`src/rtl/core/uvs_divider.sv`:
```
// pipelined restoring divider, one quotient bit per stage
module uvs_divider #(
   parameter int NUM_W = 27,
   parameter int DEN_W = 10,
   parameter int QUO_W = 17
) (
   input  logic             clock,
   input  logic             adv,
   input  logic [NUM_W-1:0] num,
   input  logic [DEN_W-1:0] den,
   output logic [QUO_W-1:0] quo
);
   logic [DEN_W-1:0] rem_ff  [QUO_W];
   logic [DEN_W-1:0] rem_in  [QUO_W];
   logic [QUO_W-1:0] bits_ff [QUO_W];
   logic [QUO_W-1:0] bits_in [QUO_W];
   logic [QUO_W-1:0] quo_ff  [QUO_W];
   logic [QUO_W-1:0] quo_in  [QUO_W];

   // each stage shifts in one numerator bit and tries a subtract
   always_comb begin
      logic [DEN_W-1:0] r;
      logic [QUO_W-1:0] bts;
      logic [QUO_W-1:0] q;
      logic [DEN_W:0]   trial;
      logic             ge;
      for (int k = 0; k < QUO_W; k++) begin
         if (k == 0) begin
            r   = DEN_W'(num >> QUO_W);
            bts = num[QUO_W-1:0];
            q   = '0;
         end else begin
            r   = rem_ff[k-1];
            bts = bits_ff[k-1];
            q   = quo_ff[k-1];
         end
         trial      = {r, bts[QUO_W-1]};
         ge         = trial >= {1'b0, den};
         rem_in[k]  = ge ? DEN_W'(trial - {1'b0, den}) : DEN_W'(trial);
         bits_in[k] = bts << 1;
         quo_in[k]  = {q[QUO_W-2:0], ge};
      end
   end

   always_ff @(posedge clock) begin
      if (adv) begin
         for (int k = 0; k < QUO_W; k++) begin
            rem_ff[k]  <= rem_in[k];
            bits_ff[k] <= bits_in[k];
            quo_ff[k]  <= quo_in[k];
         end
      end
   end

   assign quo = quo_ff[QUO_W-1];
endmodule

```
`config.mk`:
```
export PLATFORM = sky130hd
export DESIGN_NAME = uvs_divider
export DESIGN_NICKNAME = d
export VERILOG_FILES = /design/src/rtl/core/uvs_divider.sv
export SDC_FILE = /design/constraint.sdc
export NUM_CORES = 1
export LEC_CHECK = 0
export CORE_MARGIN = 2
export CORE_UTILIZATION = 45
export DETAILED_ROUTE_END_ITERATION = 16
export DONT_BUFFER_PORTS = 1
export GPL_ROUTABILITY_DRIVEN = 1
export HOLD_SLACK_MARGIN = 0.08
export PLACE_DENSITY_LB_ADDON = 0.15
export SKIP_LAST_GASP = 1
export SLEW_MARGIN = 5
export SYNTH_ARGS = -nofsm -noshare
export SYNTH_HDL_FRONTEND = slang
export SYNTH_SLANG_ARGS = --single-unit
```
`constraint.sdc`:
```
create_clock -name clock -period 3.9 [get_ports clock]
set_input_delay 0.78 -clock clock [delete_from_list [all_inputs] [get_ports clock]]
set_output_delay 0.78 -clock clock [all_outputs]
set_load 0.01 [all_outputs]
```
# After elaboration in Yosys (flattened, before gate mapping)
# Memory sizes are Yosys's and may differ from the RTL's.
# Index checks and enable logic that the tools add are counted.
# word_totals
word_cells,56
inputBits,39
reg_bits,0
out_inout_bits,17
ram_bits,731
memories,3
# mem_list
memory,words,word_bits,rd,rd_ports_with_merged_regs,write_ports,line,text
quo_ff,17,17,17,0,17,17,logic [QUO_W-1:0] quo_ff [QUO_W];
bits_ff,17,16,16,0,17,15,logic [QUO_W-1:0] bits_ff [QUO_W];
rem_ff,17,10,16,0,17,13,logic [DEN_W-1:0] rem_ff [QUO_W];
# op_classes
muxes,19
n_addsub,17
n_lt_le_gt_ge,17
# ops
operator,count
$ge A11 B10 Y1,17
$mux W10,17
$sub A10 B10 Y10,17
$mux W1,2

# Longest topological paths before layout
# An unclocked memory read counts as a cell.
# logic_depth
ltp_word,3
mapped_depth,9
depth_no_buf,9

# Least setup slack after synthesis
# No wires, ideal clock.
# synth_timing
path_kind,input to register
startpoint,input port den[1]
endpoint,memory rem_ff[0][2] (data pin)
t_arrival_ns,3.236
path_slack_ns,0.403
cell_stages,8
setup_ns,0.260
required_time_ns,3.640
path_buffers,0
cell_sequence,inv_1 -> ha_1 -> nand3_1 -> nor4_1 -> a2111oi_2 -> o21a_2 -> inv_4 -> mux2_4
# synth_lines
element,line,text
"start, declared",10,"input logic [DEN_W-1:0] den,"
"end, declared",13,

==> impl_metrics.py <==
metrics = {
    "status": {
        "status": "finished, final reports clean",
    },
    "pwr": {
        "worst_ir_drop_vdd_uv": 372,
        "power.density_nw_per_um2": 789,
        "leakage_nw": 9.78,
        "p_total_mw": 20.1,
    },
    "finish": {
        "final_cells": 2312,
        "area_delta_synth_final_pct": 11.8,
        "diodes": 0,
        "nets": 1824,
        "final_area_um2": 25500,
        "post-route-util": 0.509,
        "final_layout_size_suffix_gt1_frac": 0.159,
    },
    "yosys": {
        "synthCells": 1537,
        "ys_seq_elements": 449,
        "ys_seq_area_frac": 0.590,
        "synth_top_area_frac": 0.590,
        "avgSynthCellArea_um2": 14.9,
        "synth_edf_count": 449,
        "synth-async-reset-ratio": 0,
        "syn_area_um2": 22800,
        "yosysMostFrequentCell": "edfxtp_1",
        "synth_commonest_cells": "edfxtp_1, ha_1, mux2_4",
        "synth_top_area_cell": "edfxtp_1",
        "ys_warn_count": 0,
        "synth_area_leaders": "edfxtp_1, ha_1, mux2_4, xnor2_1, a21oi_1",
        "ys_types": 39,
        "ys.flop_type": "edfxtp_1",
        "syn_nets": 1762,
    },
    "cts": {
        "root_buffer": "clkbuf_16",
        "cts_buffer_depth": 3,
        "htreeDepth": 2,
        "clkTransAtPathRegs_ps": 60,
        "cts_tree": "built",
        "clock-sinks": 449,
        "holdBufCountCts": 0,
        "insertion_delay_ps": 590,
        "ctsResizeCount": 0,
        "post_cts_buffers": 0,
        "numCtsBuffers": 50,
    },
    "critical_path": {
        "reg2reg_from": "bits_ff[0][143]",
        "crit_path_start": "den[9]",
        "r2r_slack_ps": 1310,
        "crit_arrival_ps": 2930,
        "crit_type": "in -> reg",
        "crit_end": "rem_ff[0][72]",
        "required_ps": 4230,
        "startpoint_type": "input pin",
        "r2r-end": "rem_ff[0][98]",
        "end_kind": "flop",
        "reg2reg_depth": 9,
        "critPathMaxFanout": 17,
    },
    "routing": {
        "detail_route.vias_per_cell": 5.39,
        "wl_per_cell_um": 17.9,
        "vias": 12500,
        "detail-route-antenna-nets": 0,
        "drtIter0Drc": 737,
        "first_pass_iters": 4,
        "totalWireLength_mm": 41.4,
        "drc": 0,
    },
    "die": {
        "initial_core_util": 0.455,
        "core_um2": 50200,
        "fp.dieW_um": 229,
        "die-area_um2": 52600,
        "io_pins": 56,
        "placementRows": 82,
        "die_y_um": 229,
    },
    "global_routing": {
        "grt_use_total": 0.158,
        "grt_pass1_vias": 12500,
        "grt_max_degree": 450,
        "antenna_found_initial": 0,
        "grt_pass1_wl_mm": 65.7,
        "grt_overflow": 0,
    },
    "sta": {
        "whs_ps": 276,
        "fmax_mhz": 385,
        "fin_crit_ps": 2600,
        "hold_violations": 0,
        "relSlewSlack": 0.00299,
        "final.setup.tns_ps": 0,
        "setup_viol": 0,
        "slew_viol_final": 0,
        "rsz0062_at_grt": "false",
        "worst_slack_ps": 1300,
        "clock_skew_ps": 25.7,
        "finalCritPeriodShare": 0.667,
        "worst_pin_slew_ps": 1500,
    },
    "run": {
        "timing.max_cap.violations": 0,
    },
    "placement": {
        "io_buffers": 0,
        "hpwl_mm": 26.4,
        "dp_cells": 2219,
        "dp_slack_ps": 681,
        "dpl_cell_area_um2": 23800,
        "gp_congestion": 0.804,
    },
    "min_path": {
        "hold-path-cell-count": 0,
        "hold_class": "in -> reg",
        "hold_start": "num[1]",
    },
}
-- sequential cells by signal (all words and copies together), names as in the netlist --
register	count
rem_ff	160
quo_ff	153
bits_ff	136
-- per-layer routing --
metal | part of all wire | GRT usage | up-vias
li1 | - | - | 6148
met1 | 0.47 | 0.213 | 6025
met2 | 0.46 | 0.257 | 203
met3 | 0.041 | 0.0342 | 76
met4 | 0.026 | 0.0499 | 0
met5 | 0 | 0 | -
-- cells by family after synthesis --
logic type      after synthesis  synth area share
mux                         144            0.0885
buf+inv                      74            0.0138
flops                       449             0.590
simple gates                255            0.0550
fa+ha+maj                   186             0.107
xor+xnor                    112            0.0430
compound gates              317             0.102
-- cell type report --
cell class              count  area (µm²)
repair buffers             10         100
fillers                  4235       24600
clock buffers              54        1270
inverters                  74         315
flip-flops and latches    449       13500
well taps                 672         841
multi-input cells        1014        9040
clock inverters            39         490
-- cells in the final DEF (no fill, tap or decap), drive strengths merged --
cell / synthesis / routed
nor2b: 18 / 18
a211oi: 32 / 32
a311oi: 1 / 1
nand2b: 13 / 13
o21bai: 16 / 16
o2111a: 1 / 1
clkbuf: 0 / 54
a21o: 37 / 37
nor4: 33 / 33
nand3b: 16 / 16
o21ai: 32 / 32
nand3: 33 / 33
nand2: 78 / 78
a211o: 1 / 1
and3: 15 / 15
o31ai: 17 / 17
edfxtp: 449 / 449
a21oi: 86 / 86
mux2i: 16 / 16
xnor2: 80 / 80
o21a: 32 / 32
xor2: 32 / 32
o31a: 16 / 16
inv: 74 / 77
fa: 16 / 16
a221oi: 15 / 15
clkinvlp: 0 / 4
mux2: 128 / 128
o211ai: 17 / 17
buf: 0 / 10
ha: 170 / 170
bufinv: 0 / 10
a2111oi: 14 / 14
nor2: 49 / 49
clkinv: 0 / 22
-- worst min path at each step --
stage,end,slack (ps)
floorplan,bits_ff[0][102],400
global placement,quo_ff[10][3],400
detailed placement,bits_ff[0][170],400
CTS,bits_ff[0][15],230
global route,bits_ff[0][6],240
finish,bits_ff[0][1],280
-- worst max-delay path, stage by stage --
cell and delay (ps):
inv_1 30, buf_4 370, ha_1 360, nand3_1 170, nor4_1 100, a2111oi_2 390
o21a_2 300, inv_4 100, mux2_4 310
-- power breakdown --
| part | internal [mW] | switching [mW] |
|---|---|---|
| Combinational | 4.09 | 3.54 |
| Sequential | 6.91 | 0.623 |
| Clock | 3.03 | 1.93 |
No activity file was read; power rests on OpenSTA's default activity.
