File: src/rtl/core/uvs_delay.sv
// stalling shift line for data that rides beside the arithmetic
module uvs_delay #(
   parameter int W     = 8,
   parameter int DEPTH = 2
) (
   input  logic         clock,
   input  logic         adv,
   input  logic [W-1:0] din,
   output logic [W-1:0] dout
);
   logic [W-1:0] data_ff [DEPTH];

   always_ff @(posedge clock) begin
      if (adv) begin
         data_ff[0] <= din;
         for (int k = 1; k < DEPTH; k++) begin
            data_ff[k] <= data_ff[k-1];
         end
      end
   end

   assign dout = data_ff[DEPTH-1];
endmodule

File: config.mk
export PLATFORM = sky130hd
export DESIGN_NAME = uvs_delay
export DESIGN_NICKNAME = d
export VERILOG_FILES = /design/src/rtl/core/uvs_delay.sv
export SDC_FILE = /design/constraint.sdc
export NUM_CORES = 1
export LEC_CHECK = 0
export BUFFER_PORTS_ARGS = -buffer_cell sky130_fd_sc_hd__buf_2
export CORE_AREA = 2 2 39 41
export CTS_BUF_LIST = sky130_fd_sc_hd__clkbuf_2
export DETAILED_ROUTE_END_ITERATION = 10
export DIE_AREA = 0 0 41 43
export GPL_ROUTABILITY_DRIVEN = 0
export PLACE_DENSITY_LB_ADDON = 0.12
export SETUP_SLACK_MARGIN = 0.5
export SLEW_MARGIN = 20
export SYNTH_ARGS = -nofsm -noshare
export SYNTH_HDL_FRONTEND = slang
export SYNTH_SLANG_ARGS = --single-unit
export TNS_END_PERCENT = 1
File: constraint.sdc
create_clock -name clock -period 1.2 [get_ports clock]
set_input_delay 0.24 -clock clock [delete_from_list [all_inputs] [get_ports clock]]
set_output_delay 0.24 -clock clock [all_outputs]
set_load 0.005 [all_outputs]
Word-level counts from Yosys, hierarchy flattened
Memories as Yosys holds them, arrays and structs flattened. Index checks and enable logic that the tools add are counted.

Flip-flop bits (word level): 0. RAM bits: 16. Bits of input ports: 10. Output and inout port bits: 8. Logic and storage cells: 3. Memories: 1.

Muxes and demuxes: 2.

Memory list: data_ff (depth 2, width 8, rd ports 2, clocked after Yosys merged registers in 0, wr ports 2, RTL line 11) `logic [W-1:0] data_ff [DEPTH];`.

Operator list (number): two-way mux 1 bit (2).

Longest topological paths before layout
Gate-level depths: netlist of run 1.

Depth in word-level cells: 2. Gate-level depth with buffers: 1. Gate-level depth less buffers: 0.

Worst setup path after synthesis of run 1
Ideal clock, no wire load.

Path kind: reg2out. Start: memory data_ff[1][0], in the netlist data_ff[0][8]. End: output dout[0]. Arrival: 0.467 ns. Data required time: 0.960 ns. Setup slack: 0.493 ns. Stages on the path, launching flop included: 2. Path buffers: 1. Cells stage by stage: edfxtp_1 -> buf_4.

RTL lines: from (decl) (RTL line 11); to (decl) (RTL line 9) `output logic [W-1:0] dout`.

==> results of run 1 <==
## layout make-up
cell class	count	share of cell area, %
Tap cell	16	3.33
Timing Repair Buffer	17	14.2
Sequential cell	16	80.0
Clock buffer	3	2.50
## kinds of logic after synthesis
family,Yosys count,synth area share [%]
buf+inv,8,11.1
flops,16,88.9
## power groups by stage
stage,sequential [mW],combinational (mW),clock [mW]
finish,0.670,0.0413,0.206
CTS,0.670,0.0426,0.218
global placement,0.681,0.0408,0
floorplan,0.681,0.0266,0
detailed placement,0.684,0.0426,0
global route,0.675,0.0467,0.255
## worst max path at each step
stage | start | to | slack (ns) | cells after the start
3_3_place_gp | adv | data_ff[0][12] | 0.35 | 1
5_1_grt | data_ff[0][9] | dout[1] | 0.11 | 1
2_1_floorplan | data_ff[0][8] | dout[0] | 0.49 | 1
3_5_place_dp | adv | data_ff[0][12] | 0.31 | 1
4_1_cts | data_ff[0][13] | dout[5] | 0.15 | 1
6_report | data_ff[0][13] | dout[5] | 0.19 | 1
## stage by stage
stage | worst slack (ns) | hold slack, ns
floorplan | 0.493 | 0.339
global placement | 0.347 | 0.406
detailed placement | 0.315 | 0.405
CTS | 0.154 | 0.126
global route | 0.106 | 0.0939
finish | 0.187 | 0.144
## per-layer routing
metal / global-route usage [%] / up-vias / share of wire [%]
met3: 5.24 / 0 / 20
met5: 0 / - / 0
met1: 9.32 / 93 / 35
li1: - / 105 / -
met4: 6.00 / 0 / 0
met2: 10.0 / 17 / 46
## synthesized netlist by cell type (all sizes together)
| master | number |
|---|---|
| edfxtp | 16 |
| buf | 8 |
## what timing repair did
item,CTS,global route
gates cloned,0,0
hold endpoints to repair,0,0
setup endpoints to repair,8,8
pin swaps,0,0
==> results by group, run 1 <==
Outcome
  • Status: finished, final reports clean

Layout
  • Most frequent cells in the layout: buf_2 (17), edfxtp_1 (16), clkbuf_2 (3)
  • Top flop regs: data_ff x16
  • Ant diodes: 0
  • Max reg flops: 16
  • Most common cell after layout, fill and taps aside: buf_2
  • Area taken by flip-flops and latches: 480 µm²
  • Area of the multi-input gates: 0 µm²
  • Share of cells above drive strength 1: 55.6%
  • Util after Layout: 43.4%
  • Top reg by flops: data_ff
  • Non-Filler Instances: 52
  • Final Cell Area: 601 µm²
  • # fillers: 127
  • #MultiIn Comb: 0
  • Nets: 48
  • Area Overhead vs Synth: 11.1%

Placed design
  • IO buf count: 17
  • Placed instance area: 586 µm²
  • Placed Cells: 49

Critical path
  • Worst Path Arrival: 0.77 ns
  • Startpoint Class: flip-flop
  • Crit end category: output port
  • CP Buf/Inv Count: 1
  • Reg2reg setup slack: 0.56 ns
  • CP cell instances: buf_2
  • Worst reg2reg path endpoint: data_ff[0][10]
  • Slowest stage delay, CP: 0.38 ns
  • Worst EP required: 0.96 ns
  • Setup Crit Path Kind: reg -> out
  • Slowest CP cell: edfxtp_1
  • R2R cell count: 0
  • Reg-to-Reg Start: data_ff[0][2]
  • Cell family with most CP delay: flip-flops
  • CP max FO: 1

Floorplanning
  • Die Span Y: 43 µm
  • Initial core utilization: 39.1%
  • Die area: 0.00176 mm²
  • Die span in x: 41 µm
  • Core Box Area: 0.00138 mm²
  • # IOs: 18
  • Cell row count: 14

Hold path
  • Worst min-delay path endpoint: data_ff[0][0]
  • Worst min path class: in -> reg
  • Hold path startpoint: din[0]
  • Hold Crit Depth: 1

Timing
  • Final setup fails: 0
  • Final setup TNS: 0 ns
  • Setup Skew: 0.000170 ns
  • Worst-Margin Slew: 0.325 ns
  • Part of the cycle the worst path needs: 84.4%
  • Fmax: 987 MHz
  • Final hold viol count: 0
  • Unrepaired setup endpoints after global routing: true
  • Slew HR: 78.3%
  • Fin. max-slew vios: 0
  • Minimum clock period: 1.01 ns

Pwr
  • Power per Cell Area: 1530 mW/mm²
  • Sw Ratio: 18.1%
  • Overall power: 917 µW
  • Combinational power share: 4.5%
  • Seq pwr share: 73.0%
  • Switching power: 166 µW
  • Lkg Pwr: 0.236 nW
  • Power share of the clock group: 22.5%
  • Internal power: 751 µW
  • Max VDD drop: 0.619 mV

Route
  • Initial DRC count: 0
  • Post-DRT Antenna Nets: 0
  • DRC errors left: 0
  • Via count: 215
  • WL per Instance: 9.83 µm
  • Final WL: 511 µm
  • 1st-pass router iterations: 1
  • Via-to-Cell Ratio: 4.13

CTS
  • Clock sinks: 16
  • Clock-pin slew on the worst setup and hold paths: 0.13 ns
  • H-tree lvl count: 1
  • Post-CTS sizing: 0
  • Clk_lat worst skew: 0.26 ns
  • Post-CTS Setup Inserts: 0
  • Inserted Clock Buffers: 3
  • CTS tree: done
  • Clock buffer depth: 2
  • Clock root buffer: clkbuf_2
  • Post-CTS Hold Fix Bufs: 0

Global route
  • GR Overflow Total: 0
  • Largest net degree at the start of global routing: 17
  • GRT Util Overall: 7.99%
  • Global-route wire length before repair: 855 µm
  • Vias in the first global route: 220
  • Number of antenna violations at the first check in global routing: 0

Synth
  • Syn_area_per_cell: 22.5 µm²
  • Top cells by area, synth: edfxtp_1 (89%), buf_4 (11%)
  • Post-synth net total: 34
  • Syn. warnings: 0
  • Netlist area before placement: 541 µm²
  • Synth top area share: 88.9%
  • Post-synth cell types: 2
  • Cells after Synth: 24
  • Fraction of the yosys area taken by sequential cells: 88.9%
  • Synth area leader: edfxtp_1
  • Seq cells post-synth: 16

Run
  • Max-cap violations: 0
No activity file was read; power rests on OpenSTA's default activity.
==> inputs of run 2 (changes only) <==
- ABC_AREA: default -> 1
- clock period: 1.2 -> 1 ns (I/O delays scaled with it)
==> run 2 against run 1 <==
  * Clock-buffer cell count did not move
  * Via count unchanged
  * Non-clock buffer count is the same
  * Sequential share of layout area is 0.33 points lower
  * Largest cell class unchanged
==> results by group, run 2 (same netlist as run 1, synthesis figures left out) <==
Outcome
  • Status: finished, final reports clean

CTS
  • Clock buffer depth: 2
  • Clk_lat worst skew: 0.26 ns
  • Clock root buffer: clkbuf_2
  • H-tree lvl count: 1
  • Clock-pin slew on the worst setup and hold paths: 0.13 ns
  • CTS tree: done
  • Post-CTS Setup Inserts: 0
  • Inserted Clock Buffers: 3
  • Clock sinks: 16

Layout
  • #MultiIn Comb: 0
  • Nets: 48
  • Top reg by flops: data_ff
  • Ant diodes: 0
  • Top flop regs: data_ff x16
  • Max reg flops: 16
  • Share of cells above drive strength 1: 55.6%
  • Util after Layout: 43.6%
  • Area taken by flip-flops and latches: 480 µm²
  • # fillers: 126
  • Area Overhead vs Synth: 11.6%
  • Most frequent cells in the layout: edfxtp_1 (16), buf_2 (16), clkbuf_2 (3), buf_4 (1)
  • Area of the multi-input gates: 0 µm²

Timing
  • Fin. max-slew vios: 0
  • Final hold viol count: 0
  • Slew HR: 87.5%
  • Part of the cycle the worst path needs: 97.3%
  • Minimum clock period: 0.973 ns
  • Worst-Margin Slew: 0.188 ns
  • Final setup fails: 0
  • Fmax: 1030 MHz
  • Unrepaired setup endpoints after global routing: true
  • Setup Skew: 0.000170 ns

Critical path
  • Startpoint Class: flip-flop
  • Setup Crit Path Kind: reg -> out
  • Worst Path Arrival: 0.77 ns
  • Slowest stage delay, CP: 0.38 ns
  • CP cell instances: buf_2
  • Worst EP required: 0.80 ns
  • Crit end category: output port
  • Slowest CP cell: edfxtp_1
  • CP Buf/Inv Count: 1
  • Cell family with most CP delay: flip-flops
  • CP max FO: 1

Floorplanning
  • # IOs: 18
  • Die span in x: 41 µm
  • Initial core utilization: 39.1%
  • Die Span Y: 43 µm
  • Core Box Area: 0.00138 mm²
  • Die area: 0.00176 mm²
  • Cell row count: 14

Route
  • Initial DRC count: 0
  • Via count: 215
  • Final WL: 510 µm
  • DRC errors left: 0
  • Via-to-Cell Ratio: 4.13
  • Post-DRT Antenna Nets: 0
  • 1st-pass router iterations: 1
  • WL per Instance: 9.81 µm

Pwr
  • Lkg Pwr: 0.237 nW
  • Seq pwr share: 73.0%
  • Overall power: 1.10 mW
  • Combinational power share: 4.6%
  • Power share of the clock group: 22.4%
  • Sw Ratio: 18.1%
  • Internal power: 902 µW
  • Power per Cell Area: 1830 mW/mm²
  • Switching power: 200 µW
  • Max VDD drop: 0.743 mV

Global route
  • Largest net degree at the start of global routing: 17
  • GRT Util Overall: 7.99%
  • Number of antenna violations at the first check in global routing: 0
  • Global-route wire length before repair: 855 µm
  • GR Overflow Total: 0
  • Vias in the first global route: 220

Placed design
  • IO buf count: 17

Hold path
  • Worst min path class: in -> reg

Run
  • Max-cap violations: 0
==> run 2: final timing paths <==
check                 start              to  slack, ns  depth (start not counted)
max          data_ff[0][13]         dout[5]       0.03                          1
min                  din[0]   data_ff[0][0]       0.10                          1
max reg2reg   data_ff[0][2]  data_ff[0][10]       0.36                          0
min reg2reg   data_ff[0][3]  data_ff[0][11]       0.43                          0
==> run 2: what timing repair did <==
item,CTS,global route
resized for setup,1,0
hold buffers,0,0
cloned,0,0
endpoints found under the setup margin,32,16
endpoints found under the hold margin,0,0
==> run 2: power by group through the flow <==
stage	registers [mW]	clock network, mW	logic, mW
6_report	0.804	0.247	0.0508
5_1_grt	0.809	0.307	0.0574
4_1_cts	0.804	0.261	0.0523
3_5_place_dp	0.820	0	0.0511
3_3_place_gp	0.817	0	0.0490
2_1_floorplan	0.818	0	0.0319
==> run 2: routing by layer <==
| layer | global-route usage [%] | up-vias | share of wire, % |
|---|---|---|---|
| met4 | 6.00 | 0 | 0 |
| met3 | 5.24 | 0 | 20 |
| li1 | - | 105 | - |
| met2 | 10.0 | 17 | 46 |
| met5 | 0 | - | 0 |
| met1 | 9.32 | 93 | 34 |
==> run 2: layout make-up <==
| type | instances | area share (%) |
|---|---|---|
| tap | 16 | 3.32 |
| sequential | 16 | 79.7 |
| timing repair buffer | 17 | 14.5 |
| clock buffer | 3 | 2.49 |
==> run 2: per-stage QoR <==
step           setup TNS [ns]  setup WS [ns]  cells  cell area (µm²)  hold WS (ns)
2_1_floorplan               0          0.333     24              541         0.299
3_3_place_gp                0          0.187     49              586         0.377
3_5_place_dp                0          0.155     49              586         0.378
4_1_cts              -0.00580       -0.00580     52              603        0.0858
5_1_grt                -0.327        -0.0544     52              603        0.0539
6_report                    0         0.0269     52              603         0.104
